`src/rtl/core/sfm_pkg.sv`:
```
`default_nettype none

package sfm_pkg;

    localparam int MAX_PATTERN_DEF   = 16;
    localparam int POSITION_BITS_DEF = 16;
    localparam int NEEDLE_BYTES      = 16;
    localparam int NEEDLE_BITS       = 8 * NEEDLE_BYTES;
    localparam int LENGTH_BITS       = 5;
    localparam int START_BITS        = 16;
    localparam int CFG_DATA_BITS     = 64;

    typedef enum logic [1:0] {
        CFG_PATTERN_LOW  = 2'd0,
        CFG_PATTERN_HIGH = 2'd1,
        CFG_LENGTH       = 2'd2,
        CFG_SEARCH_START = 2'd3
    } cfg_reg_t;

    function automatic logic [7:0] needle_byte(input logic [NEEDLE_BITS-1:0] needle,
                                               input logic [LENGTH_BITS-1:0] idx);
        logic [7:0] result;
        if (idx < LENGTH_BITS'(NEEDLE_BYTES)) begin
            result = needle[{idx[3:0], 3'b000} +: 8];
        end else begin
            result = 8'd0;
        end
        return result;
    endfunction

endpackage

`default_nettype wire

```
`src/rtl/core/sfm_cell.sv`:
```
`default_nettype none

module sfm_cell #(
    parameter int INDEX = 0
) (
    input  wire logic                              aclk,
    input  wire logic                              aresetn,
    input  wire logic                              shift_en,
    input  wire logic                              clear_en,
    input  wire logic [7:0]                        din,
    input  wire logic [sfm_pkg::LENGTH_BITS-1:0]   pattern_length,
    input  wire logic [sfm_pkg::NEEDLE_BITS-1:0]   needle,
    output logic      [7:0]                        dout,
    output logic                                   cell_ok
);
    import sfm_pkg::*;

    localparam logic [6:0] IDX_W = 7'(INDEX);

    logic [7:0] byte_reg;
    logic [7:0] byte_next;
    logic       active;
    logic [6:0] needle_idx_full;
    logic [7:0] needle_sel;

    // The cell at window slot k checks the byte entering it against needle
    // byte (length - 1 - k), so the whole window lines up with the needle.
    assign active          = {2'b00, pattern_length} > IDX_W;
    assign needle_idx_full = {2'b00, pattern_length} - 7'd1 - IDX_W;
    assign needle_sel      = needle_byte(needle, needle_idx_full[LENGTH_BITS-1:0]);
    assign cell_ok         = !active || (din == needle_sel);

    always_comb begin
        byte_next = byte_reg;
        if (clear_en) begin
            byte_next = 8'd0;
        end else if (shift_en) begin
            byte_next = din;
        end
    end

    always_ff @(posedge aclk) begin
        if (!aresetn) begin
            byte_reg <= 8'd0;
        end else begin
            byte_reg <= byte_next;
        end
    end

    assign dout = byte_reg;

endmodule

`default_nettype wire

```
`src/rtl/core/substring_first_match.sv`:
```
`default_nettype none

// Exact substring search over a byte stream.
// Configuration: write the needle bytes, the needle length and the start
// position over the cfg channel while the block is idle. A cfg beat is taken
// in every cycle.
// Input: one text byte per s_ beat, s_tlast on the last byte of a text. Each
// byte shifts into a row of MAX_PATTERN cells that compare the window with
// the needle in the cycle the byte is accepted, so a byte is taken in every
// cycle unless the output stalls, and the rate is one byte per cycle.
// Output: one m_ beat per text, registered, in the cycle after the last byte is
// accepted. m_tuser is the found flag and m_tdata the first match position.
// If the receiver stalls, the result waits in the output register; the input
// keeps moving as long as the register is empty or being drained in the
// same cycle.
// After the last byte the window, the byte count and the hit are cleared.
// Reset clears all registers and the configuration to zero.

module substring_first_match #(
    parameter int MAX_PATTERN   = sfm_pkg::MAX_PATTERN_DEF,
    parameter int POSITION_BITS = sfm_pkg::POSITION_BITS_DEF
) (
    input  wire logic                                aclk,
    input  wire logic                                aresetn,
    input  wire logic                                cfg_valid,
    output logic                                     cfg_ready,
    input  wire logic [1:0]                          cfg_index,
    input  wire logic [sfm_pkg::CFG_DATA_BITS-1:0]   cfg_data,
    input  wire logic                                s_tvalid,
    output logic                                     s_tready,
    input  wire logic [7:0]                          s_tdata,   // text_byte
    input  wire logic                                s_tlast,   // final_byte
    output logic                                     m_tvalid,
    input  wire logic                                m_tready,
    output logic [15:0]                              m_tdata,   // match_position
    output logic                                     m_tuser    // match_found
);
    import sfm_pkg::*;

    localparam int CW = POSITION_BITS + 1;
    localparam int SW = ((CW > START_BITS + 1) ? CW : START_BITS + 1) + 1;

    logic [63:0]              pattern_low_reg;
    logic [63:0]              pattern_high_reg;
    logic [LENGTH_BITS-1:0]   pattern_length_reg;
    logic [START_BITS-1:0]    search_start_reg;

    logic [CW-1:0]            count_reg;
    logic                     hit_reg;
    logic [15:0]              hit_index_reg;
    logic [CW-1:0]            count_next;
    logic                     hit_next;
    logic [15:0]              hit_index_next;

    logic                     m_valid_reg;
    logic                     m_found_reg;
    logic [15:0]              m_position_reg;
    logic                     m_valid_next;
    logic                     m_found_next;
    logic [15:0]              m_position_next;

    logic                     accept;
    logic                     room;
    logic [CW-1:0]            count_step;
    logic [CW-1:0]            count_after;
    logic                     shift_en;
    logic                     clear_en;
    logic                     length_ok;
    logic                     reach;
    logic                     all_ok;
    logic                     new_hit;
    logic                     hit_after;
    logic [SW-1:0]            index_full;
    logic [15:0]              index_after;
    logic                     empty_ok;
    logic                     res_found;
    logic [15:0]              res_position;

    logic [NEEDLE_BITS-1:0]   needle;
    logic [7:0]               window [MAX_PATTERN];
    logic [MAX_PATTERN-1:0]   cell_ok;

    assign cfg_ready = 1'b1;

    always_ff @(posedge aclk) begin
        if (!aresetn) begin
            pattern_low_reg    <= '0;
            pattern_high_reg   <= '0;
            pattern_length_reg <= '0;
            search_start_reg   <= '0;
        end else if (cfg_valid) begin
            unique case (cfg_reg_t'(cfg_index))
                CFG_PATTERN_LOW:  pattern_low_reg    <= cfg_data;
                CFG_PATTERN_HIGH: pattern_high_reg   <= cfg_data;
                CFG_LENGTH:       pattern_length_reg <= cfg_data[LENGTH_BITS-1:0];
                CFG_SEARCH_START: search_start_reg   <= cfg_data[START_BITS-1:0];
                default: begin
                end
            endcase
        end
    end

    assign needle   = {pattern_high_reg, pattern_low_reg};
    assign s_tready = !m_valid_reg || m_tready;
    assign accept   = s_tvalid && s_tready;

    // Bytes past the position range are neither counted nor shifted in.
    assign room        = !count_reg[CW-1];
    assign count_step  = count_reg + CW'(1);
    assign count_after = room ? count_step : count_reg;
    assign shift_en    = accept && room;
    assign clear_en    = accept && s_tlast;

    genvar k;
    generate
        for (k = 0; k < MAX_PATTERN; k++) begin : g_cell
            logic [7:0] cell_in;
            if (k == 0) begin : g_head
                assign cell_in = s_tdata;
            end else begin : g_link
                assign cell_in = window[k-1];
            end
            sfm_cell #(
                .INDEX (k)
            ) u_cell (
                .aclk           (aclk),
                .aresetn        (aresetn),
                .shift_en       (shift_en),
                .clear_en       (clear_en),
                .din            (cell_in),
                .pattern_length (pattern_length_reg),
                .needle         (needle),
                .dout           (window[k]),
                .cell_ok        (cell_ok[k])
            );
        end
    endgenerate

    assign all_ok    = &cell_ok;
    assign length_ok = (pattern_length_reg != '0) &&
                       ({2'b00, pattern_length_reg} <= 7'(MAX_PATTERN));
    assign reach     = SW'(count_step) >= (SW'(pattern_length_reg) + SW'(search_start_reg));
    assign new_hit   = room && !hit_reg && length_ok && reach && all_ok;
    assign index_full  = SW'(count_step) - SW'(pattern_length_reg);
    assign hit_after   = hit_reg || new_hit;
    assign index_after = new_hit ? index_full[15:0] : hit_index_reg;

    assign empty_ok = SW'(search_start_reg) <= SW'(count_after);

    always_comb begin
        if (pattern_length_reg == '0) begin
            res_found    = empty_ok;
            res_position = empty_ok ? search_start_reg : 16'd0;
        end else begin
            res_found    = hit_after;
            res_position = hit_after ? index_after : 16'd0;
        end
    end

    always_comb begin
        count_next     = count_reg;
        hit_next       = hit_reg;
        hit_index_next = hit_index_reg;
        if (accept) begin
            if (s_tlast) begin
                count_next     = '0;
                hit_next       = 1'b0;
                hit_index_next = 16'd0;
            end else begin
                count_next     = count_after;
                hit_next       = hit_after;
                hit_index_next = index_after;
            end
        end
    end

    always_comb begin
        m_valid_next    = m_valid_reg;
        m_found_next    = m_found_reg;
        m_position_next = m_position_reg;
        if (accept && s_tlast) begin
            m_valid_next    = 1'b1;
            m_found_next    = res_found;
            m_position_next = res_position;
        end else if (m_tready) begin
            m_valid_next = 1'b0;
        end
    end

    always_ff @(posedge aclk) begin
        if (!aresetn) begin
            count_reg     <= '0;
            hit_reg       <= 1'b0;
            hit_index_reg <= 16'd0;
            m_valid_reg   <= 1'b0;
        end else begin
            count_reg     <= count_next;
            hit_reg       <= hit_next;
            hit_index_reg <= hit_index_next;
            m_valid_reg   <= m_valid_next;
        end
    end

    always_ff @(posedge aclk) begin
        if (!aresetn) begin
            m_found_reg    <= 1'b0;
            m_position_reg <= 16'd0;
        end else begin
            m_found_reg    <= m_found_next;
            m_position_reg <= m_position_next;
        end
    end

    assign m_tvalid = m_valid_reg;
    assign m_tuser  = m_found_reg;
    assign m_tdata  = m_position_reg;

endmodule

`default_nettype wire
```
`config.mk`:
```
export PLATFORM = sky130hd
export DESIGN_NAME = substring_first_match
export DESIGN_NICKNAME = d
export VERILOG_FILES = /design/src/rtl/core/sfm_pkg.sv /design/src/rtl/core/sfm_cell.sv /design/src/rtl/core/substring_first_match.sv
export SDC_FILE = /design/constraint.sdc
export NUM_CORES = 1
export LEC_CHECK = 0
export ABC_CLOCK_PERIOD_IN_PS = 18700
export BUFFER_PORTS_ARGS = -buffer_cell sky130_fd_sc_hd__buf_2
export CAP_MARGIN = 15
export CORE_MARGIN = 10
export CORE_UTILIZATION = 38
export DETAILED_ROUTE_END_ITERATION = 10
export PLACE_DENSITY = 0.58
export SLEW_MARGIN = 15
export SYNTH_ARGS = -nofsm -noshare
export SYNTH_HDL_FRONTEND = slang
export SYNTH_SLANG_ARGS = --single-unit
```
`constraint.sdc`:
```
create_clock -name aclk -period 18.7 [get_ports aclk]
set_clock_uncertainty 0.2 [all_clocks]
set_input_delay 4.675 -clock aclk [delete_from_list [all_inputs] [get_ports aclk]]
set_output_delay 4.675 -clock aclk [all_outputs]
set_load 0.05 [all_outputs]
```
# After elaboration in Yosys (flattened, before gate mapping)

Cells that the tools add are included.

$add $sub $neg: 19
Muxes and demuxes: 27
$mul: 0
Equality and inequality tests: 19
Bitwise logic cells: 1
Magnitude comparators: 35
Reduce and logical (&&, ||, !) cells: 55
Shifts and indexed selects: 16
Divide/modulo/power cells: 0

Operator list:

| operator                                                      | count |
|---|---|
| variable part select 128 x 8 -> 8 bit                         | 16 |
| == test 8 bit                                                 | 16 |
| 2-to-1 mux 8 bit                                              | 16 |
| < comparator 5 bit, second input constant                     | 16 |
| 2-to-1 mux 16 bit                                             | 5 |
| greater-than comparator 5 x 4 -> 1 bit, second input constant | 8 |
| subtractor 5 x 4 -> 5 bit, second input constant              | 8 |
| 2-to-1 mux 17 bit                                             | 2 |
| greater-than comparator 5 x 3 -> 1 bit, second input constant | 4 |
| subtractor 5 x 3 -> 5 bit, second input constant              | 4 |
| logical NOT 1 bit                                             | 19 |
| logical OR 1 bit                                              | 18 |
| adder 17 x 1 -> 17 bit, second input constant                 | 1 |
| adder 5 x 16 -> 17 bit                                        | 1 |
| >= comparator 17 bit                                          | 1 |
| less-or-equal comparator 16 x 17 -> 1 bit                     | 1 |
| AND reduction 16 bit                                          | 1 |
| subtractor 16 x 5 -> 16 bit                                   | 1 |
| greater-than comparator 5 x 1 -> 1 bit, second input constant | 2 |
| greater-than comparator 5 x 2 -> 1 bit, second input constant | 2 |
| subtractor 5 x 1 -> 5 bit, second input constant              | 2 |
| subtractor 5 x 2 -> 5 bit, second input constant              | 2 |
| logical AND 1 bit                                             | 8 |
| AND reduction 2 bit                                           | 4 |
| other kinds (10)                                              | 14 |

Register bits: 321
Output and inout port bits: 20
Latch bits: 0
Bits of input ports: 80
Memory bits (read-only): 0
Bits in writable memories: 0
Memories kept: 0

# Longest topological paths before layout

Gate-level depths: netlist of run 1.

Depth after elaboration: 11
Mapped depth: 31

# Modules after synthesis

Synthesis of run 1 repeated with hierarchy kept, for this count alone.

Cells, all modules: 3860
Area total of the unflattened synthesis: 36668.9 um^2

Modules (own cells, without submodules):

| module                       | cells each | times used | area each (um^2) |
|---|---|---|---|
| substring_first_match        | 1219       | 1          | 10083.4 |
| sfm_cell (g_cell[2].u_cell)  | 212        | 1          | 1926.8 |
| sfm_cell (g_cell[4].u_cell)  | 165        | 1          | 1755.4 |
| sfm_cell (g_cell[5].u_cell)  | 202        | 1          | 1737.9 |
| sfm_cell (g_cell[9].u_cell)  | 196        | 1          | 1724.2 |
| sfm_cell (g_cell[11].u_cell) | 155        | 1          | 1675.4 |
| sfm_cell (g_cell[0].u_cell)  | 190        | 1          | 1661.6 |
| sfm_cell (g_cell[6].u_cell)  | 138        | 1          | 1659.1 |
| sfm_cell (g_cell[3].u_cell)  | 157        | 1          | 1657.8 |
| sfm_cell (g_cell[12].u_cell) | 203        | 1          | 1640.3 |
| sfm_cell (g_cell[8].u_cell)  | 129        | 1          | 1635.3 |
| sfm_cell (g_cell[10].u_cell) | 127        | 1          | 1632.8 |
| sfm_cell (g_cell[13].u_cell) | 175        | 1          | 1627.8 |
| sfm_cell (g_cell[1].u_cell)  | 194        | 1          | 1620.3 |
| 3 more rows                  | --         | --         | -- |

# Worst setup path before layout of run 1

No wires, ideal clock.

Path type: input to output
From: in m_tready
To: out s_tready
Slack: 8.690 ns
Cell stages on the path: 1
Required time: 13.825 ns
Arrival time: 5.135 ns
Cells stage by stage: nand2b_1

Cells in the longest elaborated chain, start to end: 1

RTL lines:

| element          | RTL line                     | RTL |
|---|---|---|
| start, declared  | substring_first_match.sv:34  | `input wire logic m_tready,` |
| logical OR 1 bit | substring_first_match.sv:104 | `assign s_tready = !m_valid_reg \|\| m_tready;` |
| end, declared    | substring_first_match.sv:30  | `output logic s_tready,` |

Every way passes these cells.

# Final worst setup path of run 1

Same ends and word-level chain as after synthesis.

==> impl_metrics.env, run 1 <==
export IMPL_status="complete, no violations"
export IMPL_synth_compound_area_share_pct=18.36
export IMPL_finalNonFillerCells=4069
export IMPL_yosys_area_top_type="dfxtp_1"
export IMPL_synth_edf_count=0
export IMPL_top_level_ports=100
export IMPL_cts_max_level=2
export IMPL_yosys_top_cells_area="dfxtp_1, nand2_1, mux4_2"
export IMPL_netlist_area_sq_um=25470
export IMPL_dieWidth_um=278.9
export IMPL_drive_gt1_share_pct=14.85
export IMPL_cts_root_buf="clkbuf_16"
export IMPL_tightest_slew_ns=1.204
export IMPL_yosysSeqAreaShare_pct=25.23
export IMPL_startpoint_type="input port"
export IMPL_cp_max_fo=5
export IMPL_core_area_sq_um=66100
export IMPL_r2r_slack_ns=10.46
export IMPL_yosys_area_share_simple_pct=23.00
export IMPL_clk_path_buf_depth=3
export IMPL_wl_met2_mm=41.39
export IMPL_dpl_cell_area_sq_um=26330
export IMPL_ant_nets=0
export IMPL_post_cts_buffers=0
export IMPL_period_minus_slack_ns=10.07
export IMPL_r2r_start="pattern_length_reg[1]$_SDFFE_PN0P_"
export IMPL_syn_nets=3372
export IMPL_rsz0062_at_grt="no"
export IMPL_avgSynthCellArea_sq_um=7.872
export IMPL_cts_buffers=39
export IMPL_chipHeight_um=278.9
export IMPL_holdPathEnd="g_cell[14].u_cell.dout[3]$_SDFFE_PP0P_"
export IMPL_path_clk_slew_ns=0.06
export IMPL_drc=0
export IMPL_dp_hpwl_mm=73.93
export IMPL_wl_mm=97.50
export IMPL_met3WireLength_mm=9.284
export IMPL_yosysMostFrequentCell="nand2_1"
export IMPL_crit_top_cell="buf_2"
export IMPL_routed_via_density=6.085
export IMPL_hold_depth=2
export IMPL_p_per_area_nw_per_um2=71.47
export IMPL_final_cell_area_sq_um=27650
export IMPL_crit_arrival_ns=5.19
export IMPL_synth_top_flop_cell="dfxtp_1"
export IMPL_finalHoldViolCount=0
export IMPL_path_cells="buf_2 -> nand2b_1 -> buf_2"
export IMPL_vias=24760
export IMPL_synthDistinctLibCells=87
export IMPL_grt_pass1_wl_mm=143.6
export IMPL_critPathKind="input port to output pin"
export IMPL_wl_met1_mm=42.79
export IMPL_worst_skew_pair_late_latency_ns=0.57
export IMPL_min_path_type="register to register"
export IMPL_reg2reg_to="hit_index_reg[11]$_SDFFE_PN0P_"
export IMPL_grt_usage_pct=23.97
export IMPL_maxUsedRoutingLayer="met5"
export IMPL_ctsHoldBuffers=0
export IMPL_cts_resized=0
export IMPL_hp_start="g_cell[14].u_cell.dout[3]$_SDFFE_PP0P_"
export IMPL_dr_pass1_iters=6
export IMPL_largest_register_ffs=120
export IMPL_syn_inst=3235
export IMPL_ys_ff_latch=321
export IMPL_max_freq_ghz=0.09932
export IMPL_cp_num_buf_inv=2
export IMPL_synth_top_cell_area_share_pct=25.23
export IMPL_slowest_stage="buf_2"
export IMPL_cts_tree="yes"
export IMPL_max_cap_violations=0
export IMPL_tns_ns=0
export IMPL_antenna_cells=0
export IMPL_muxShareOfSynthArea_pct=20.13
export IMPL_required_ns=13.82
export IMPL_drt_iter0_drc=2457
export IMPL_r2r_cells=16
export IMPL_rows=94
export IMPL_end_kind="output pin"
export IMPL_portBuffers=98
export IMPL_grt_pass1_vias=22010
export IMPL_critPathMaxStageDelay_ns=0.29
export IMPL_p_leak_nw=9.490
export IMPL_start_util_pct=38.53
export IMPL_avgRoutedWirePerCell_um=23.96
export IMPL_setup_violations=0
export IMPL_nFillCells=6827
export IMPL_yosysWarnings=0
export IMPL_synth_top_family_by_area="simple AND/OR/NAND/NOR gates"
export IMPL_peakVddDrop_uv=68.80
export IMPL_syn_to_final_growth_pct=8.558
export IMPL_slew_violations=0
export IMPL_antenna_found_initial=4
export IMPL_critPathTopFamily="buffers and inverters"
export IMPL_yosys_top_cells_count="nand2_1, a21oi_1, dfxtp_1, nor2_1, clkbuf_1"
export IMPL_dp_cells=4000
export IMPL_gr_total_overflow=0
export IMPL_clock_sinks=321
export IMPL_finalPower_mw=1.976
export IMPL_dieArea_sq_um=77770
export IMPL_synth_xor_area_share_pct=5.056
export IMPL_async_flop_share_pct=0
export IMPL_final_util_pct=41.83
export IMPL_final_nets=3315
export IMPL_synth_adder_area_share_pct=2.859
export IMPL_slew_headroom_pct=18.69
export IMPL_gp_congestion=0.9635
export IMPL_grt_max_degree=127
export IMPL_period_share_pct=53.84
-- power breakdown --
group	internal, mW	total, mW	switching, mW
sequential	0.699	0.721	0.0228
clock	0.475	0.795	0.321
combinational	0.153	0.459	0.306
-- metal layers --
metal,global-route usage (%),vias to the layer above
li1,-,11570
met3,5.714,179
met1,32.86,11970
met4,9.016,2
met2,35.92,1040
met5,0,-
-- worst max path at each step --
stage | startpoint | end | slack (ns) | depth (start not counted)
detailed placement | m_tready | s_tready | 8.63 | 3
floorplan | m_tready | s_tready | 8.69 | 1
global route | m_tready | s_tready | 8.61 | 3
global placement | m_tready | s_tready | 8.63 | 3
finish | m_tready | s_tready | 8.63 | 3
CTS | m_tready | s_tready | 8.63 | 3
-- metrics by stage --
stage	setup slack, ns	hold slack, ns
5_1_grt	8.605	0.2887
4_1_cts	8.632	0.2654
3_3_place_gp	8.635	0.2457
6_report	8.631	0.2639
3_5_place_dp	8.635	0.2515
2_1_floorplan	8.690	0.2363
-- cells by family after synthesis --
logic type / count (synthesis)
xor+xnor: 144
mux: 360
buf+inv: 303
compound gates: 782
other cells: 1
simple gates: 1267
flops: 321
fa+ha+maj: 57
-- layout make-up --
cell class | count | area (sq um) | area share [%]
inverters | 69 | 264.0 | 0.9549
clock inverters | 15 | 187.7 | 0.6789
clock buffers | 53 | 1121 | 4.055
multi-input cells | 2611 | 17770 | 64.29
repair buffers | 136 | 788.3 | 2.851
flip-flops and latches | 321 | 6431 | 23.26
well taps | 864 | 1081 | 3.910
-- worst reg2reg max path: stages, from the launching register on --
cell and delay (ns):
dfxtp_1 1.00, inv_1 0.46, ha_4 1.02, buf_12 0.56
inv_1 0.18, ha_2 0.35, buf_4 0.59, mux4_2 0.51
mux4_1 0.68, xnor2_1 0.20, nand4_1 0.12, a22oi_1 0.59
a21oi_1 0.28, nor3_1 0.33, nand3_1 0.40, or4_1 0.60
a21oi_1 0.13
-- cell usage in the layout (no fill, tap or decap), types with 18 or more instances in the layout --
cell type  instances
a211oi_1          48
a21oi_1          409
a22oi_1           33
a31oi_1           18
and2_1            19
buf_2             98
buf_4             37
clkbuf_16         41
dfxtp_1          319
ha_1              53
inv_1             65
mux2_2           115
mux2i_1          135
mux4_2           106
nand2_1          698
nand3_1           33
nand4_1           35
nor2_1           179
nor2b_1           22
nor3_1            71
nor4b_1           24
o21ai_0          100
o22ai_1           25
o32ai_1           20
or2_2             19
or3_1             33
or4_1             30
xnor2_1           83
xor2_1            54
Note: power is estimated with default switching activity, not from simulation.
==> run 2, diff against run 1 <==
ABC_CLOCK_PERIOD_IN_PS = 8900   (was 18700)
PLACE_DENSITY = 0.6   (was 0.58)
clock period = 8.9 ns   (was 18.7 ns; I/O delays follow)
==> impl_metrics.env, run 2 (same netlist as run 1, synthesis figures left out) <==
export IMPL_p_per_area_nw_per_um2=150.7
export IMPL_slowest_stage="ha_4"
export IMPL_finalNonFillerCells=4077
export IMPL_p_int_mw=2.785
export IMPL_final_nets=3320
export IMPL_clk_path_buf_depth=3
export IMPL_antenna_cells=0
export IMPL_startpoint_type="register"
export IMPL_drive_gt1_share_pct=15.00
export IMPL_setup_violations=0
export IMPL_end_kind="register"
export IMPL_start_util_pct=38.53
export IMPL_p_leak_nw=9.518
export IMPL_nFillCells=6823
export IMPL_cts_tree="yes"
export IMPL_finalHoldViolCount=0
export IMPL_layout_common_cells="nand2_1, a21oi_1, dfxtp_1"
export IMPL_status="complete, no violations"
export IMPL_p_sw_mw=1.390
export IMPL_worst_skew_pair_late_latency_ns=0.59
export IMPL_dp_hpwl_mm=75.59
export IMPL_period_minus_slack_ns=7.225
export IMPL_cp_max_fo=66
export IMPL_swShare_pct=33.30
export IMPL_hold_slack_ns=0.2721
export IMPL_syn_to_final_growth_pct=8.755
export IMPL_crit_arrival_ns=7.50
export IMPL_slew_violations=0
export IMPL_drc=0
export IMPL_critPathTopFamily="simple AND/OR/NAND/NOR gates"
export IMPL_grt_max_degree=95
export IMPL_path_cells="inv_4 -> ha_4 -> inv_1 -> ha_2 -> or3_1 -> a21oi_2 -> xnor2_1 -> mux2i_1 -> o21a_1 -> or4b_1 -> nor4_1 -> o21ai_1 -> or3_1 -> nor3_1 -> nand3_1 -> or4_1 -> a21oi_1"
export IMPL_peakVddDrop_uv=136.7
export IMPL_cts_max_level=2
export IMPL_drt_iter0_drc=3260
export IMPL_tns_ns=0
export IMPL_path_clk_slew_ns=0.06
export IMPL_portBuffers=98
export IMPL_seqPwrFrac_pct=36.4
export IMPL_period_share_pct=81.18
export IMPL_gr_total_overflow=0
export IMPL_cts_resized=0
export IMPL_slew_headroom_pct=24.06
export IMPL_multiInputGateArea_sq_um=17760
export IMPL_critPathMaxStageDelay_ns=0.97
export IMPL_min_path_type="register to register"
export IMPL_critPathKind="register to register"
export IMPL_ant_nets=0
export IMPL_cts_root_buf="clkbuf_16"
export IMPL_clockPowerShare_pct=40.8
export IMPL_tightest_slew_ns=1.139
export IMPL_r2r_slack_ns=1.67
export IMPL_ff_latch_area_sq_um=6431
export IMPL_required_ns=9.18
export IMPL_dieWidth_um=278.9
export IMPL_grt_pass1_wl_mm=147.6
export IMPL_layout_commonest_cell="nand2_1"
export IMPL_post_cts_buffers=0
export IMPL_max_cap_violations=0
export IMPL_pwr_share_comb_pct=22.9
export IMPL_ctsHoldBuffers=0
export IMPL_top_level_ports=100
export IMPL_avgRoutedWirePerCell_um=24.36
export IMPL_max_freq_ghz=0.1384
export IMPL_cp_num_buf_inv=2
export IMPL_largest_register_ffs=120
export IMPL_wl_mm=99.31
export IMPL_gp_congestion=1.026
export IMPL_routed_via_density=6.142
export IMPL_rsz0062_at_grt="no"
export IMPL_dp_cells=4005
export IMPL_core_area_sq_um=66100
export IMPL_grt_pass1_vias=22500
export IMPL_dr_pass1_iters=6
export IMPL_crit_top_cell="or3_1"
export IMPL_vias=25040
export IMPL_clock_sinks=321
export IMPL_chipHeight_um=278.9
export IMPL_antenna_found_initial=0
export IMPL_rows=94
export IMPL_dieArea_sq_um=77770
export IMPL_cts_buffers=40
export IMPL_grt_usage_pct=24.59
-- run 2: worst min-delay path, delay by kind of cell (launching register included) --
family          cells  cell delay [ns]
flops               1             0.30
compound gates      2             0.13
-- run 2: path summary, 6_finish.rpt --
kind	to	depth (start not counted)	startpoint
max	hit_index_reg[8]$_SDFFE_PN0P_	17	pattern_length_reg[0]$_SDFFE_PN0P_
min	hit_index_reg[2]$_SDFFE_PN0P_	2	hit_index_reg[2]$_SDFFE_PN0P_
max reg2reg	hit_index_reg[8]$_SDFFE_PN0P_	17	pattern_length_reg[0]$_SDFFE_PN0P_
min reg2reg	hit_index_reg[2]$_SDFFE_PN0P_	2	hit_index_reg[2]$_SDFFE_PN0P_
-- run 2: per-layer routing --
metal | global-route usage, % | up-vias | wire length [um]
met5 | 0 | - | 0
met4 | 9.852 | 0 | 4325
met3 | 6.723 | 208 | 11050
met2 | 35.78 | 1259 | 41530
met1 | 33.81 | 12010 | 42400
li1 | - | 11570 | -
-- run 2: layout make-up --
type / instances / share of cell area, %
Sequential cell: 321 / 23.22
Timing Repair Buffer: 140 / 2.954
Tap cell: 864 / 3.903
Clock buffer: 52 / 3.957
Multi-Input combinational cell: 2611 / 64.13
Inverter: 69 / 0.9532
Clock inverter: 20 / 0.8809
-- run 2: per-stage QoR --
stage,power (mW),area [sq um],worst slack [ns],util (%)
finish,4.175,27700,1.675,41.90
detailed placement,2.472,26340,1.829,39.85
global route,4.315,27700,1.265,41.90
floorplan,2.185,25470,2.067,-
global placement,2.469,26340,1.960,39.85
CTS,4.169,27680,1.799,41.88
-- run 2: power groups by stage --
| stage | Sequential (mW) | Combinational (mW) | Clock [mW] |
|---|---|---|---|
| detailed placement | 1.55 | 0.925 | 0 |
| floorplan | 1.54 | 0.645 | 0 |
| CTS | 1.52 | 0.927 | 1.73 |
| global placement | 1.55 | 0.922 | 0 |
| finish | 1.52 | 0.954 | 1.70 |
| global route | 1.52 | 1.01 | 1.78 |
